$ cat config.mk
export PLATFORM = sky130hd
export DESIGN_NAME = nonpreemptive_priority_scheduler_core
export DESIGN_NICKNAME = d
export VERILOG_FILES = /design/src/nps_pkg.sv /design/src/nps_ctrl.sv /design/src/nps_datapath.sv /design/src/nonpreemptive_priority_scheduler_core.sv
export SDC_FILE = /design/constraint.sdc
export NUM_CORES = 1
export LEC_CHECK = 0
export ABC_AREA = 1
export BUFFER_PORTS_ARGS = -buffer_cell sky130_fd_sc_hd__buf_4
export CORE_MARGIN = 2
export CORE_UTILIZATION = 55
export DETAILED_ROUTE_END_ITERATION = 8
export PLACE_DENSITY = 0.73
export SYNTH_ARGS = -nofsm -noshare
export SYNTH_HDL_FRONTEND = slang
export SYNTH_SLANG_ARGS = --single-unit
export TNS_END_PERCENT = 100
$ cat constraint.sdc
create_clock -name clk -period 9.36 [get_ports clk]
set_clock_uncertainty 0.15 [all_clocks]
set_input_delay 0.468 -clock clk [delete_from_list [all_inputs] [get_ports clk]]
set_output_delay 0.468 -clock clk [all_outputs]
set_load 0.02 [all_outputs]
$ cat src/nps_pkg.sv
// shared constants and control types for the priority scheduler
`default_nettype none

package nps_pkg;

    localparam int MAX_PROCS   = 16;
    localparam int RESULT_CAP  = 16;
    localparam int TABLE_CAP   = (MAX_PROCS < RESULT_CAP) ? MAX_PROCS : RESULT_CAP;
    localparam int IDX_W       = (TABLE_CAP > 1) ? $clog2(TABLE_CAP) : 1;
    localparam int COUNT_W     = $clog2(TABLE_CAP + 1);

    localparam int ARRIVAL_W   = 16;
    localparam int BURST_W     = 16;
    localparam int PRIO_W      = 8;
    localparam int JOB_INDEX_W = 4;
    localparam int TIME_W      = 21;
    localparam int SUM_W       = 25;

    typedef struct packed {
        logic load;
        logic start_set;
        logic scan_step;
        logic jump;
        logic calc;
        logic emit;
        logic finish;
    } nps_cmd_t;

    typedef struct packed {
        logic scan_last;
        logic found;
        logic out_free;
        logic last_round;
    } nps_status_t;

endpackage

`default_nettype wire

$ cat src/nps_ctrl.sv
// controller state machine for the priority scheduler
`default_nettype none

module nps_ctrl
(
    input  logic               clk,
    input  logic               rst_n,
    input  logic               job_valid,
    input  logic               last_job,
    input  nps_pkg::nps_status_t status,
    output logic               job_stall,
    output nps_pkg::nps_cmd_t  cmd
);
    import nps_pkg::*;

    localparam logic [2:0] ST_IDLE   = 3'd0;
    localparam logic [2:0] ST_SCAN   = 3'd1;
    localparam logic [2:0] ST_DECIDE = 3'd2;
    localparam logic [2:0] ST_CALC   = 3'd3;
    localparam logic [2:0] ST_EMIT   = 3'd4;

    logic [2:0] state_reg;
    logic [2:0] state_next;

    always_ff @(posedge clk or negedge rst_n)
    begin
        if (!rst_n)
        begin
            state_reg <= ST_IDLE;
        end
        else
        begin
            state_reg <= state_next;
        end
    end

    always_comb
    begin
        cmd        = '0;
        state_next = state_reg;
        job_stall  = (state_reg != ST_IDLE);
        unique case (state_reg)
            ST_IDLE:
            begin
                if (job_valid)
                begin
                    cmd.load = 1'b1;
                    if (last_job)
                    begin
                        cmd.start_set = 1'b1;
                        state_next    = ST_SCAN;
                    end
                end
            end
            ST_SCAN:
            begin
                cmd.scan_step = 1'b1;
                if (status.scan_last)
                begin
                    state_next = ST_DECIDE;
                end
            end
            ST_DECIDE:
            begin
                if (status.found)
                begin
                    state_next = ST_CALC;
                end
                else
                begin
                    // nothing has arrived yet: move time forward and rescan
                    cmd.jump   = 1'b1;
                    state_next = ST_SCAN;
                end
            end
            ST_CALC:
            begin
                cmd.calc   = 1'b1;
                state_next = ST_EMIT;
            end
            ST_EMIT:
            begin
                if (status.out_free)
                begin
                    cmd.emit = 1'b1;
                    if (status.last_round)
                    begin
                        cmd.finish = 1'b1;
                        state_next = ST_IDLE;
                    end
                    else
                    begin
                        state_next = ST_SCAN;
                    end
                end
            end
            default:
            begin
                state_next = ST_IDLE;
            end
        endcase
    end

endmodule

`default_nettype wire

$ cat src/nps_datapath.sv
// job table, selection scan, time arithmetic and result register
`default_nettype none

module nps_datapath
(
    input  logic                                 clk,
    input  logic                                 rst_n,
    input  nps_pkg::nps_cmd_t                    cmd,
    output nps_pkg::nps_status_t                 status,
    input  logic [nps_pkg::ARRIVAL_W-1:0]        arrival,
    input  logic [nps_pkg::BURST_W-1:0]          burst,
    input  logic [nps_pkg::PRIO_W-1:0]           prio,
    input  logic                                 result_stall,
    output logic                                 result_valid,
    output logic [nps_pkg::JOB_INDEX_W-1:0]      job_index,
    output logic [nps_pkg::TIME_W-1:0]           start_at,
    output logic [nps_pkg::TIME_W-1:0]           finish_at,
    output logic [nps_pkg::TIME_W-1:0]           turnaround,
    output logic [nps_pkg::TIME_W-1:0]           waiting,
    output logic [nps_pkg::TIME_W-1:0]           response,
    output logic [nps_pkg::SUM_W-1:0]            sum_waiting,
    output logic [nps_pkg::SUM_W-1:0]            sum_turnaround,
    output logic [nps_pkg::SUM_W-1:0]            sum_response,
    output logic                                 last_result
);
    import nps_pkg::*;

    // job table
    logic [ARRIVAL_W-1:0] arr_tab [TABLE_CAP];
    logic [BURST_W-1:0]   burst_tab [TABLE_CAP];
    logic [PRIO_W-1:0]    prio_tab [TABLE_CAP];
    logic [TABLE_CAP-1:0] done_reg;
    logic [COUNT_W-1:0]   count_reg;
    logic [COUNT_W-1:0]   round_reg;

    // scan state
    logic [IDX_W-1:0]     scan_idx_reg;
    logic                 found_reg;
    logic [IDX_W-1:0]     pick_idx_reg;
    logic [PRIO_W-1:0]    pick_prio_reg;
    logic [ARRIVAL_W-1:0] pick_arr_reg;
    logic [BURST_W-1:0]   pick_burst_reg;
    logic [ARRIVAL_W-1:0] earliest_reg;

    // time and per-job values
    logic [TIME_W-1:0]    clock_reg;
    logic [TIME_W-1:0]    start_reg;
    logic [TIME_W-1:0]    rt_reg;
    logic [TIME_W-1:0]    tat_reg;
    logic [SUM_W-1:0]     acc_w_reg;
    logic [SUM_W-1:0]     acc_t_reg;
    logic [SUM_W-1:0]     acc_r_reg;

    logic                 result_valid_reg;

    logic [ARRIVAL_W-1:0] cur_arr;
    logic [PRIO_W-1:0]    cur_prio;
    logic [BURST_W-1:0]   cur_burst;
    logic                 cur_pending;
    logic                 cur_ready;
    logic                 cur_better;
    logic                 scan_init;
    logic                 table_open;
    logic [TIME_W-1:0]    pick_arr_ext;
    logic [TIME_W-1:0]    pick_burst_ext;
    logic [TIME_W-1:0]    rt_next;
    logic [TIME_W-1:0]    tat_next;
    logic [TIME_W-1:0]    fin_next;
    logic [SUM_W-1:0]     acc_w_next;
    logic [SUM_W-1:0]     acc_t_next;
    logic [SUM_W-1:0]     acc_r_next;

    assign cur_arr     = arr_tab[scan_idx_reg];
    assign cur_prio    = prio_tab[scan_idx_reg];
    assign cur_burst   = burst_tab[scan_idx_reg];
    assign cur_pending = !done_reg[scan_idx_reg];
    assign cur_ready   = cur_pending && (TIME_W'(cur_arr) <= clock_reg);
    // strict compares keep the lower index on a full tie
    assign cur_better  = !found_reg || (cur_prio < pick_prio_reg) ||
                         ((cur_prio == pick_prio_reg) && (cur_arr < pick_arr_reg));
    assign scan_init   = cmd.start_set || cmd.jump || cmd.emit;
    assign table_open  = (count_reg < COUNT_W'(TABLE_CAP));

    assign pick_arr_ext   = TIME_W'(pick_arr_reg);
    assign pick_burst_ext = TIME_W'(pick_burst_reg);
    assign rt_next        = clock_reg - pick_arr_ext;
    assign tat_next       = rt_next + pick_burst_ext;
    assign fin_next       = clock_reg + pick_burst_ext;
    assign acc_w_next     = acc_w_reg + SUM_W'(rt_reg);
    assign acc_t_next     = acc_t_reg + SUM_W'(tat_reg);
    assign acc_r_next     = acc_r_reg + SUM_W'(rt_reg);

    assign status.scan_last  = ((COUNT_W'(scan_idx_reg) + COUNT_W'(1)) == count_reg);
    assign status.found      = found_reg;
    assign status.out_free   = !result_valid_reg || !result_stall;
    assign status.last_round = (round_reg == count_reg);

    assign result_valid = result_valid_reg;

    // table payload, no reset needed
    always_ff @(posedge clk)
    begin
        if (cmd.load && table_open)
        begin
            arr_tab[count_reg[IDX_W-1:0]]   <= arrival;
            burst_tab[count_reg[IDX_W-1:0]] <= burst;
            prio_tab[count_reg[IDX_W-1:0]]  <= prio;
        end
    end

    always_ff @(posedge clk or negedge rst_n)
    begin
        if (!rst_n)
        begin
            count_reg <= '0;
            done_reg  <= '0;
            round_reg <= '0;
        end
        else
        begin
            if (cmd.finish)
            begin
                count_reg <= '0;
                done_reg  <= '0;
            end
            else
            begin
                if (cmd.load && table_open)
                begin
                    count_reg <= count_reg + COUNT_W'(1);
                end
                if (cmd.calc)
                begin
                    done_reg[pick_idx_reg] <= 1'b1;
                end
            end
            if (cmd.start_set)
            begin
                round_reg <= '0;
            end
            else if (cmd.calc)
            begin
                round_reg <= round_reg + COUNT_W'(1);
            end
        end
    end

    always_ff @(posedge clk or negedge rst_n)
    begin
        if (!rst_n)
        begin
            scan_idx_reg <= '0;
            found_reg    <= 1'b0;
        end
        else
        begin
            if (scan_init)
            begin
                scan_idx_reg <= '0;
                found_reg    <= 1'b0;
            end
            else if (cmd.scan_step)
            begin
                scan_idx_reg <= scan_idx_reg + IDX_W'(1);
                if (cur_ready && cur_better)
                begin
                    found_reg <= 1'b1;
                end
            end
        end
    end

    // best candidate and earliest pending arrival, gathered in one pass
    always_ff @(posedge clk)
    begin
        if (scan_init)
        begin
            earliest_reg <= '1;
        end
        else if (cmd.scan_step)
        begin
            if (cur_ready && cur_better)
            begin
                pick_idx_reg   <= scan_idx_reg;
                pick_prio_reg  <= cur_prio;
                pick_arr_reg   <= cur_arr;
                pick_burst_reg <= cur_burst;
            end
            if (cur_pending && (cur_arr < earliest_reg))
            begin
                earliest_reg <= cur_arr;
            end
        end
    end

    always_ff @(posedge clk)
    begin
        if (cmd.start_set)
        begin
            clock_reg <= '0;
            acc_w_reg <= '0;
            acc_t_reg <= '0;
            acc_r_reg <= '0;
        end
        else if (cmd.jump)
        begin
            clock_reg <= TIME_W'(earliest_reg);
        end
        else if (cmd.calc)
        begin
            start_reg <= clock_reg;
            rt_reg    <= rt_next;
            tat_reg   <= tat_next;
            clock_reg <= fin_next;
        end
        else if (cmd.emit)
        begin
            acc_w_reg <= acc_w_next;
            acc_t_reg <= acc_t_next;
            acc_r_reg <= acc_r_next;
        end
    end

    always_ff @(posedge clk or negedge rst_n)
    begin
        if (!rst_n)
        begin
            result_valid_reg <= 1'b0;
        end
        else if (cmd.emit)
        begin
            result_valid_reg <= 1'b1;
        end
        else if (!result_stall)
        begin
            result_valid_reg <= 1'b0;
        end
    end

    always_ff @(posedge clk)
    begin
        if (cmd.emit)
        begin
            job_index      <= JOB_INDEX_W'(pick_idx_reg);
            start_at       <= start_reg;
            finish_at      <= clock_reg;
            turnaround     <= tat_reg;
            waiting        <= rt_reg;
            response       <= rt_reg;
            sum_waiting    <= acc_w_next;
            sum_turnaround <= acc_t_next;
            sum_response   <= acc_r_next;
            last_result    <= status.last_round;
        end
    end

endmodule

`default_nettype wire

$ cat src/nonpreemptive_priority_scheduler_core.sv
// Nonpreemptive priority scheduler. Jobs (arrival, burst, prio) load one per cycle into
// a table of up to 16 entries; the job flagged last_job closes the set and starts the
// schedule. Each round scans the table one entry per cycle for the arrived, unfinished
// job with the lowest prio (ties: earlier arrival, then lower index), runs it to
// completion and emits one result with its times and running sums; the final result
// carries last_result. Each round is a scan of the table over the single read port, then
// select, compute and emit, with a further scan and select whenever time has to jump to
// the next pending arrival. job_stall stays high from the last job until the final
// result is in the output register.
`default_nettype none

module nonpreemptive_priority_scheduler_core
(
    input  logic                                 clk,
    input  logic                                 rst_n,
    input  logic                                 job_valid,
    output logic                                 job_stall,
    input  logic [nps_pkg::ARRIVAL_W-1:0]        arrival,
    input  logic [nps_pkg::BURST_W-1:0]          burst,
    input  logic [nps_pkg::PRIO_W-1:0]           prio,
    input  logic                                 last_job,
    output logic                                 result_valid,
    input  logic                                 result_stall,
    output logic [nps_pkg::JOB_INDEX_W-1:0]      job_index,
    output logic [nps_pkg::TIME_W-1:0]           start_at,
    output logic [nps_pkg::TIME_W-1:0]           finish_at,
    output logic [nps_pkg::TIME_W-1:0]           turnaround,
    output logic [nps_pkg::TIME_W-1:0]           waiting,
    output logic [nps_pkg::TIME_W-1:0]           response,
    output logic [nps_pkg::SUM_W-1:0]            sum_waiting,
    output logic [nps_pkg::SUM_W-1:0]            sum_turnaround,
    output logic [nps_pkg::SUM_W-1:0]            sum_response,
    output logic                                 last_result
);
    import nps_pkg::*;

    nps_cmd_t    cmd;
    nps_status_t status;

    nps_ctrl u_ctrl
    (
        .clk       (clk),
        .rst_n     (rst_n),
        .job_valid (job_valid),
        .last_job  (last_job),
        .status    (status),
        .job_stall (job_stall),
        .cmd       (cmd)
    );

    nps_datapath u_datapath
    (
        .clk            (clk),
        .rst_n          (rst_n),
        .cmd            (cmd),
        .status         (status),
        .arrival        (arrival),
        .burst          (burst),
        .prio           (prio),
        .result_stall   (result_stall),
        .result_valid   (result_valid),
        .job_index      (job_index),
        .start_at       (start_at),
        .finish_at      (finish_at),
        .turnaround     (turnaround),
        .waiting        (waiting),
        .response       (response),
        .sum_waiting    (sum_waiting),
        .sum_turnaround (sum_turnaround),
        .sum_response   (sum_response),
        .last_result    (last_result)
    );

endmodule

`default_nettype wire

; Word level (Yosys, flattened, before mapping)
; Memories as Yosys holds them, arrays and structs flattened. A register that Yosys moved wholly into a read port is not among the register bits.
; Cells that the tools add are included.
[op_classes]
addsub = 10
order_cmp = 8
eq_ne = 12
muxes = 38
bitwise_logic = 5
n_reduce_logical = 30
[ops]
columns = operator, count
row1 = 25-bit by 21-bit adder with 25-bit output, 3
row2 = 16-bit 2-to-1 mux, 4
row3 = 21-bit by 16-bit adder with 21-bit output, 2
row4 = 16-bit < comparator, 2
row5 = 16-bit by 21-bit <= comparator with 1-bit output, 1
row6 = 21-bit by 16-bit subtractor with 21-bit output, 1
row7 = 5-bit 2-to-1 mux, 4
row8 = 1-bit 2-to-1 mux, 16
row9 = 16-bit bitwise OR, 1
row10 = 3-bit one-hot mux with 5 select lines, 1
row11 = 3-bit 2-to-1 mux, 4
row12 = 2-bit nonzero test, 6
row13 = 5-bit by 1-bit adder with 5-bit output (second input constant), 2
row14 = 5-bit equality test, 2
row15 = 4-bit by 5-bit < comparator with 1-bit output (second input constant), 2
row16 = 2-bit 2-to-1 mux, 5
row17 = 3-bit AND reduction, 3
row18 = 8-bit equality test, 1
row19 = 8-bit < comparator, 1
row20 = 4-bit 2-to-1 mux, 2
row21 = 2-bit inequality test (second input constant), 4
row22 = 3-bit by 2-bit equality test with 1-bit output (second input constant), 2
row23 = 1-bit logical AND, 6
row24 = 4-bit by 1-bit adder with 5-bit output (second input constant), 1
row25 = other kinds (16), 27
[totals]
ff_bits = 402
ramBits = 640
elab_cells = 134
memories = 3
[memory_table]
columns = memory, depth, word_bits, read_ports, rd_ports_with_merged_regs, wr, line_no
row1 = u_datapath.arr_tab, 16, 16, 1, 0, 1, nps_datapath.sv:29  ; logic [ARRIVAL_W-1:0] arr_tab [TABLE_CAP];
row2 = u_datapath.burst_tab, 16, 16, 1, 1, 1, nps_datapath.sv:30  ; logic [BURST_W-1:0] burst_tab [TABLE_CAP];
row3 = u_datapath.prio_tab, 16, 8, 1, 0, 1, nps_datapath.sv:31  ; logic [PRIO_W-1:0] prio_tab [TABLE_CAP];

; Depth between registers and ports, before layout
; Gate-level depths: netlist of the first run.
[logic_depth]
word_depth = 8
mapped_depth = 22
depth_no_buf = 21

; Cells and area by module
; From an unflattened synthesis of the first run, not the netlist that was laid out.
[hier_totals]
cells_unflattened = 4066
area_unflattened_um2 = 46274.4
[modules_own_cells]
columns = module, n_inst, cells_per_inst, area_each_um2, seq_area_each_um2
row1 = nps_datapath, 1, 4027, 46049.2, 30399.2
row2 = nps_ctrl, 1, 39, 225.2, 75.1

; Least setup slack after synthesis of the first run
; OpenSTA, ideal clock, no wires.
[synth_path]
path_kind = register to register
start = register u_ctrl.state_reg[1]
end = register u_datapath.finish_at[0] in the netlist's numbering (enable)
arrival_ns = 5.803
t_required_ns = 8.618
path_slack_ns = 2.814
stages_incl_launch_ff = 8
path_buffers = 2
cell_sequence = dfrtp_1 nor2_1 inv_2 nor2_1 inv_1 nor2_1 clkbuf_1 clkbuf_1
[synth_lines]
columns = element, line_no
row1 = start: declaration, nps_ctrl.sv:22  ; logic [2:0] state_reg;
row2 = start signal: assignment, nps_ctrl.sv:33  ; state_reg <= state_next;
row3 = end signal: assignment, nps_datapath.sv:246  ; finish_at <= clock_reg;
row4 = end: declaration, nps_datapath.sv:17  ; output logic [nps_pkg::TIME_W-1:0] finish_at,

; Final worst setup path of the first run
[layout_path]
start = register u_datapath.scan_idx_reg[0]
end = register u_datapath.pick_arr_reg[9] (enable)
[layout_between]
elab_chain_len = 6
word_cells_on_any_way = 15
cone_classes = order compare: 3 / eq/ne: 1 / mux: 2 / reduce/logical: 7 / memory: 2
[layout_rtl]
columns = element, line_no
row1 = start: declaration, nps_datapath.sv:37  ; logic [IDX_W-1:0] scan_idx_reg;
row2 = start signal: assignment, nps_datapath.sv:164  ; scan_idx_reg <= scan_idx_reg + IDX_W'(1);
row3 = memory 16 x 16 bit (*), --
row4 = named net u_datapath.cur_arr[8], nps_datapath.sv:56  ; logic [ARRIVAL_W-1:0] cur_arr;
row5 = 16-bit < comparator, nps_datapath.sv:80  ; ((cur_prio == pick_prio_reg) && (cur_arr < pick_arr_reg));
row6 = 1-bit logical AND, nps_datapath.sv:80
row7 = 1-bit logical OR, nps_datapath.sv:79  ; assign cur_better = !found_reg || (cur_prio < pick_prio_reg) ||
row8 = 1-bit logical AND (*), nps_datapath.sv:182  ; if (cur_ready && cur_better)
row9 = 3-bit AND reduction (no line) (*), --
row10 = end signal: assignment, nps_datapath.sv:186  ; pick_arr_reg <= cur_arr;
row11 = end: declaration, nps_datapath.sv:41  ; logic [ARRIVAL_W-1:0] pick_arr_reg;
; The timed path passes the listed nets; every way through them passes the cells marked *. The select of a mux whose other input is x is not followed.
; A chain may end at the register's enable or synchronous reset.

==> results.py, run 1 <==
metrics = {
    "finish": {
        "syn2layout_area_growth_pct": 14.5,
        "drive_above_1_share_pct": 11.1,
        "nFillCells": 6428,
        "finish.net_count": 4414,
        "stdcell_count": 5363,
    },
    "sta": {
        "relSlewSlack_pct": 21.6,
        "hold_viol": 0,
        "worst_slack_ns": 3.59,
        "final_max_slew_viol_count": 0,
        "period_share_pct": 61.6,
        "grt_setup_unrepaired": "no",
        "layout_min_cycle_time_ns": 5.77,
        "worst_pin_slew_ns": 1.17,
        "max_freq_mhz": 173,
        "worst_hold_slack_ns": 0.137,
        "tns_ns": 0,
        "setup_violations": 0,
    },
    "synth": {
        "synth-edff-count": 911,
        "syn-num-nets": 4180,
        "syn_area_per_cell_um2": 11.6,
        "synthCells": 3958,
        "yosysMostFrequentCell": "edfxtp_1",
        "synthDominantCellAreaShare_pct": 59.4,
        "synth_ff_type": "edfxtp_1",
        "yosysWarnings": 0,
        "synth-simple-area-share_pct": 11.3,
        "synth_common_cells": "edfxtp_1 (911), nand2_1 (671), nor2_1 (296)",
        "synth_largest_area_cell": "edfxtp_1",
        "muxShareOfSynthArea_pct": 0,
        "synth_xor_area_share_pct": 2.07,
        "synth-seq-cells": 1058,
        "ys_seq_area_share_pct": 66.2,
        "syn-cell-area_um2": 46000,
        "synth-async-reset-ratio_pct": 3.31,
        "synthAdderAreaFrac_pct": 4.91,
        "synth_top_family_by_area": "compound AO/OA/AOI/OAI gates",
        "synth_compound_gate_area_share_pct": 11.4,
        "netlist-cell-type-count": 50,
        "synth.area.top_cells": "edfxtp_1 (59%), nand2_1 (5.5%), dfxtp_1 (4.9%)",
    },
    "critical_path": {
        "max_stage_delay_ns": 0.99,
        "worstPathMaxFanout": 152,
        "cpMostUsedCell": "nand2_1",
        "crit_type": "reg2reg",
        "worstPathArrival_ns": 5.91,
        "setup.worst_path.start_class": "register",
        "ff2ff_path_depth": 13,
        "setup.worst_path.end_class": "register",
        "cp_slowest_cell": "buf_4",
        "critPathRequiredTime_ns": 9.50,
        "crit_chain": "inv_8 > buf_4 > nand2_1 > a221oi_1 > o21ai_1 > nand2_1 > ha_1 > nand4_1 > nor4_1 > nand3_1 > a211oi_1 > nand2_1 > inv_2",
    },
    "floorplan": {
        "ios": 232,
        "dieArea_um2": 86000,
        "core_area_um2": 83300,
        "placementRows": 106,
        "die_h_um": 293,
        "die_w_um": 293,
        "start_util_pct": 55.3,
    },
    "place": {
        "placed_cells": 5121,
        "dp_slack_ns": 3.73,
        "numPortBuffers": 231,
        "hpwl_mm": 72.1,
        "gp_congestion": 0.936,
    },
    "drt": {
        "routedWlPerCell_um": 22.1,
        "routed_via_density": 5.85,
        "routed_wl_mm": 118,
        "drtAntennaViolNets": 0,
        "drt_iter0_markers": 2887,
        "drt_pre_antenna_iters": 6,
        "drcViolationCount": 0,
        "num_vias": 31365,
    },
    "global_routing": {
        "grt_max_degree": 222,
        "grt_pass1_vias": 30269,
        "grt_pass1_wl_mm": 179,
        "overflow": 0,
        "grtUsageTotal_pct": 27.3,
        "antenna_found_initial": 1,
    },
    "power_and_ir_drop": {
        "powerDensity_nw_per_um2": 366,
        "power.total_w": 0.0193,
        "p_leak_nw": 20.2,
        "vdd_drop_max_v": 0.000241,
    },
    "clocking": {
        "root_buffer": "clkbuf_16",
        "cts_made_buffers": 107,
        "cts.repair.resized": 0,
        "tritoncts": "yes",
        "post_cts_buffers": 0,
        "cts_hold_buf": 42,
        "htreeDepth": 3,
        "clk_pin_slew_ns": 0.06,
        "clkLatencyLatePin_ns": 0.68,
        "numClockSinks": 1058,
        "clockBufferDepth": 3,
    },
    "min_path": {
        "hold_path.class": "in2reg",
        "min_path_cells": 5,
    },
    "flow_run": {
        "max_cap_viol_count": 0,
    },
    "run_status": {
        "outcome": "completed",
    },
}
[critical path: cells and delay by family (launching register included)]
family,cells,cell delay [ns]
compound gates,3,0.66
buf+inv,3,2.34
flops,1,0.64
simple gates,6,1.13
fa+ha+maj,1,0.24
[routing by layer]
| metal | GRT usage, % | share of wire, % | up-vias |
|---|---|---|---|
| met3 | 3.81 | 7.1 | 228 |
| met4 | 10.7 | 3.7 | 0 |
| li1 | - | - | 14686 |
| met5 | 0 | 0 | - |
| met2 | 46.3 | 49 | 1290 |
| met1 | 35.8 | 40 | 15161 |
[cells in the final DEF (no fill, tap or decap), types with 71 or more instances in the layout]
cell / synthesis / layout
inv_1: 258 / 257
xor2_1: 71 / 71
a21oi_1: 275 / 275
nand3_1: 167 / 167
nand2_1: 671 / 671
buf_4: 30 / 264
edfxtp_1: 911 / 911
nor2_1: 296 / 279
ha_1: 171 / 171
o21ai_0: 257 / 257
dfxtp_1: 112 / 112
clkbuf_16: 0 / 108
o21ai_1: 107 / 107
[path summary, 6_finish.rpt]
| path | slack, ns | start | endpoint |
|---|---|---|---|
| setup / recovery | 3.59 | u_datapath.scan_idx_reg[0] | u_datapath.pick_arr_reg[9] |
| hold / removal | 0.14 | job_valid | u_datapath.count_reg[1] |
| setup reg to reg | 3.59 | u_datapath.scan_idx_reg[0] | u_datapath.pick_arr_reg[9] |
| hold reg to reg | 0.27 | u_datapath.start_reg[19] | u_datapath.start_at[19] |
| max in group asynchronous | 8.50 | rst_n | u_datapath.scan_idx_reg[0] |
| min in group asynchronous | 0.16 | rst_n | u_datapath.count_reg[4] |
[power by group]
part	leakage (nW)	switching (W)	total [W]	internal, W
sequential	9.61	0.000590	0.00689	0.00630
clock	1.75	0.00181	0.00437	0.00256
combinational	8.79	0.00540	0.00805	0.00265
[metrics by stage]
| stage | utilization (%) | area, µm² |
|---|---|---|
| 6_report | 63.3 | 52700 |
| 3_3_place_gp | 58.5 | 48700 |
| 3_5_place_dp | 58.5 | 48700 |
| 5_1_grt | 63.3 | 52700 |
| 2_1_floorplan | - | 46000 |
| 4_1_cts | 63.3 | 52700 |
[layout make-up]
| type | count | area, µm² | area share, % |
|---|---|---|---|
| multi-input cells | 2439 | 13800 | 26.1 |
| well taps | 1080 | 1350 | 2.56 |
| clock inverters | 67 | 790 | 1.50 |
| flip-flops and latches | 1058 | 30500 | 57.8 |
| diodes | 1 | 2.50 | 0.00475 |
| inverters | 277 | 1050 | 1.99 |
| clock buffers | 132 | 2820 | 5.35 |
| repair buffers | 309 | 2460 | 4.67 |
[kinds of logic after synthesis]
kind of cell             after synthesis
AND/OR/NAND/NOR                     1245
adder cells (fa/ha/maj)              177
flip-flops                          1058
XOR/XNOR                             109
AO/OA/AOI/OAI                        908
buffers and inverters                461
No activity file was read; power rests on OpenSTA's default activity.
==> run 2, diff against run 1 <==
--- a/config.mk
+++ b/config.mk
@@ -10,7 +10,7 @@
 export CORE_MARGIN = 2
 export CORE_UTILIZATION = 55
 export DETAILED_ROUTE_END_ITERATION = 8
-export PLACE_DENSITY = 0.73
+export PLACE_DENSITY = 0.76
 export SYNTH_ARGS = -nofsm -noshare
 export SYNTH_HDL_FRONTEND = slang
 export SYNTH_SLANG_ARGS = --single-unit
==> constraint.sdc (replaced) <==
create_clock -name clk -period 5.12 [get_ports clk]
set_clock_uncertainty 0.15 [all_clocks]
set_input_delay 0.256 -clock clk [delete_from_list [all_inputs] [get_ports clk]]
set_output_delay 0.256 -clock clk [all_outputs]
set_load 0.02 [all_outputs]
==> results.py, run 2 (same netlist as run 1, synthesis figures left out) <==
metrics = {
    "run_status": {
        "outcome": "completed",
    },
    "floorplan": {
        "start_util_pct": 55.3,
        "core_area_um2": 83300,
        "die_h_um": 293,
        "die_w_um": 293,
        "ios": 232,
        "placementRows": 106,
        "dieArea_um2": 86000,
    },
    "sta": {
        "setup_violations": 0,
        "period_share_pct": 85.2,
        "worst_slack_ns": 0.759,
        "tns_ns": 0,
        "hold_viol": 0,
        "final_max_slew_viol_count": 0,
        "worst_pin_slew_ns": 1.15,
        "layout_min_cycle_time_ns": 4.36,
        "max_freq_mhz": 229,
        "relSlewSlack_pct": 23.3,
        "grt_setup_unrepaired": "no",
    },
    "finish": {
        "syn2layout_area_growth_pct": 14.9,
        "seq_area_um2": 30500,
        "finish.net_count": 4444,
        "nFillCells": 6269,
        "layout.cells.most_common": "edfxtp_1",
        "drive_above_1_share_pct": 11.6,
        "fin_area_um2": 52900,
        "layout_common_cells": "edfxtp_1 (911), nand2_1 (671), buf_4 (290)",
        "multiInputGateArea_um2": 13800,
        "final_util_pct": 63.5,
    },
    "global_routing": {
        "grtUsageTotal_pct": 27.7,
        "antenna_found_initial": 2,
        "grt_pass1_wl_mm": 182,
        "grt_max_degree": 236,
        "grt_pass1_vias": 30955,
        "overflow": 0,
    },
    "power_and_ir_drop": {
        "powerDensity_nw_per_um2": 664,
        "vdd_drop_max_v": 0.000475,
        "p_leak_nw": 20.3,
    },
    "drt": {
        "routedWlPerCell_um": 22.4,
        "routed_wl_mm": 121,
        "num_vias": 32026,
        "drt_iter0_markers": 3273,
        "drt_pre_antenna_iters": 5,
        "drcViolationCount": 0,
        "routed_via_density": 5.94,
        "drtAntennaViolNets": 0,
    },
    "critical_path": {
        "setup.worst_path.start_class": "register",
        "cp_slowest_cell": "buf_12",
        "crit_chain": "buf_12 > o21ai_0 > o22ai_1 > o21ai_1 > nand2_1 > ha_1 > nand4_1 > nor4_1 > nand3_1 > a211oi_1 > nand2_1 > inv_2 > buf_12",
        "max_stage_delay_ns": 0.69,
        "worstPathArrival_ns": 4.57,
        "cp-startpoint": "u_datapath.scan_idx_reg[0]",
        "worstPathMaxFanout": 235,
        "worst-path-buf-inv": 3,
        "crit_type": "reg2reg",
        "r2r_start": "u_datapath.scan_idx_reg[0]",
        "crit_family": "buffers and inverters",
        "setup.worst_path.end_class": "register",
        "critPathRequiredTime_ns": 5.33,
    },
    "min_path": {
        "hold_path.class": "in2reg",
        "worstHoldStart": "burst[8]",
    },
    "flow_run": {
        "max_cap_viol_count": 0,
    },
    "place": {
        "placed_area_um2": 48900,
        "numPortBuffers": 231,
        "hpwl_mm": 75.6,
        "dp_slack_ns": 0.907,
        "gp_congestion": 0.936,
    },
    "clocking": {
        "htreeDepth": 3,
        "clkLatencyLatePin_ns": 0.71,
        "clockBufferDepth": 3,
        "cts_made_buffers": 105,
        "numClockSinks": 1058,
        "clk_pin_slew_ns": 0.06,
        "tritoncts": "yes",
        "root_buffer": "clkbuf_16",
    },
}
run 2: cell types whose count changed in the layout (fill, tap and decap cells not counted), moves of 2 or more:
cell	previous run	this run
buf_4	264	290
bufinv_16	15	9
clkinv_16	1	5
clkinvlp_4	6	2
buf_12	3	6
clkbuf_16	108	105
clkinv_1	23	26
clkinv_2	17	20
dlygate4sd3_1	42	45
clkbuf_8	3	5
run 2: layout make-up:
type	instances	area share, %
Timing Repair Buffer	341	5.20
Tap cell	1080	2.56
Clock buffer	131	5.25
Sequential cell	1058	57.6
Clock inverter	66	1.33
Inverter	277	1.99
Multi-Input combinational cell	2439	26.0
Antenna cell	1	0.00473
run 2: stage by stage:
step | cells | power [W] | hold slack [ns]
after floorplan | 3958 | 0.0227 | -0.190
after CTS | 5392 | 0.0351 | 0.201
after detailed placement | 5149 | 0.0273 | 0.122
after global placement | 5149 | 0.0271 | 0.116
after global routing | 5393 | 0.0373 | 0.234
final | 5393 | 0.0351 | 0.233
run 2: path summary, 6_finish.rpt:
| check | end | slack [ns] | cells after the start |
|---|---|---|---|
| max | u_datapath.pick_burst_reg[2] | 0.76 | 13 |
| min | u_datapath.burst_tab[3][8] | 0.23 | 2 |
| max reg2reg | u_datapath.pick_burst_reg[2] | 0.76 | 13 |
| min reg2reg | u_datapath.start_at[17] | 0.27 | 0 |
| max in group asynchronous | u_datapath.scan_idx_reg[0] | 4.15 | 4 |
| min in group asynchronous | u_datapath.done_reg[8] | 0.45 | 4 |
run 2: per-layer routing:
| layer | wire (µm) | track usage (%) |
|---|---|---|
| met3 | 9290 | 4.19 |
| met5 | 0 | 0 |
| met4 | 5210 | 12.4 |
| met2 | 58400 | 46.4 |
| met1 | 47800 | 35.9 |
run 2: what timing repair did:
action	in CTS	in global routing
setup buffers	0	0
hold buffers	46	0
resized for setup	0	0
hold endpoints to repair	682	0
setup endpoints to repair	0	0
run 2: worst register-to-register path, stage by stage (launching register included):
cell and delay (ns):
dfrtp_4 0.47, buf_12 0.69, o21ai_0 0.41, o22ai_1 0.27
o21ai_1 0.09, nand2_1 0.29, ha_1 0.28, nand4_1 0.13
nor4_1 0.30, nand3_1 0.12, a211oi_1 0.33, nand2_1 0.13
inv_2 0.08, buf_12 0.26
run 2: power breakdown:
part           leakage, nW  internal (W)  switching (W)
Clock                 1.69       0.00434        0.00332
Combinational         8.96       0.00495         0.0100
Sequential            9.61        0.0115       0.000985
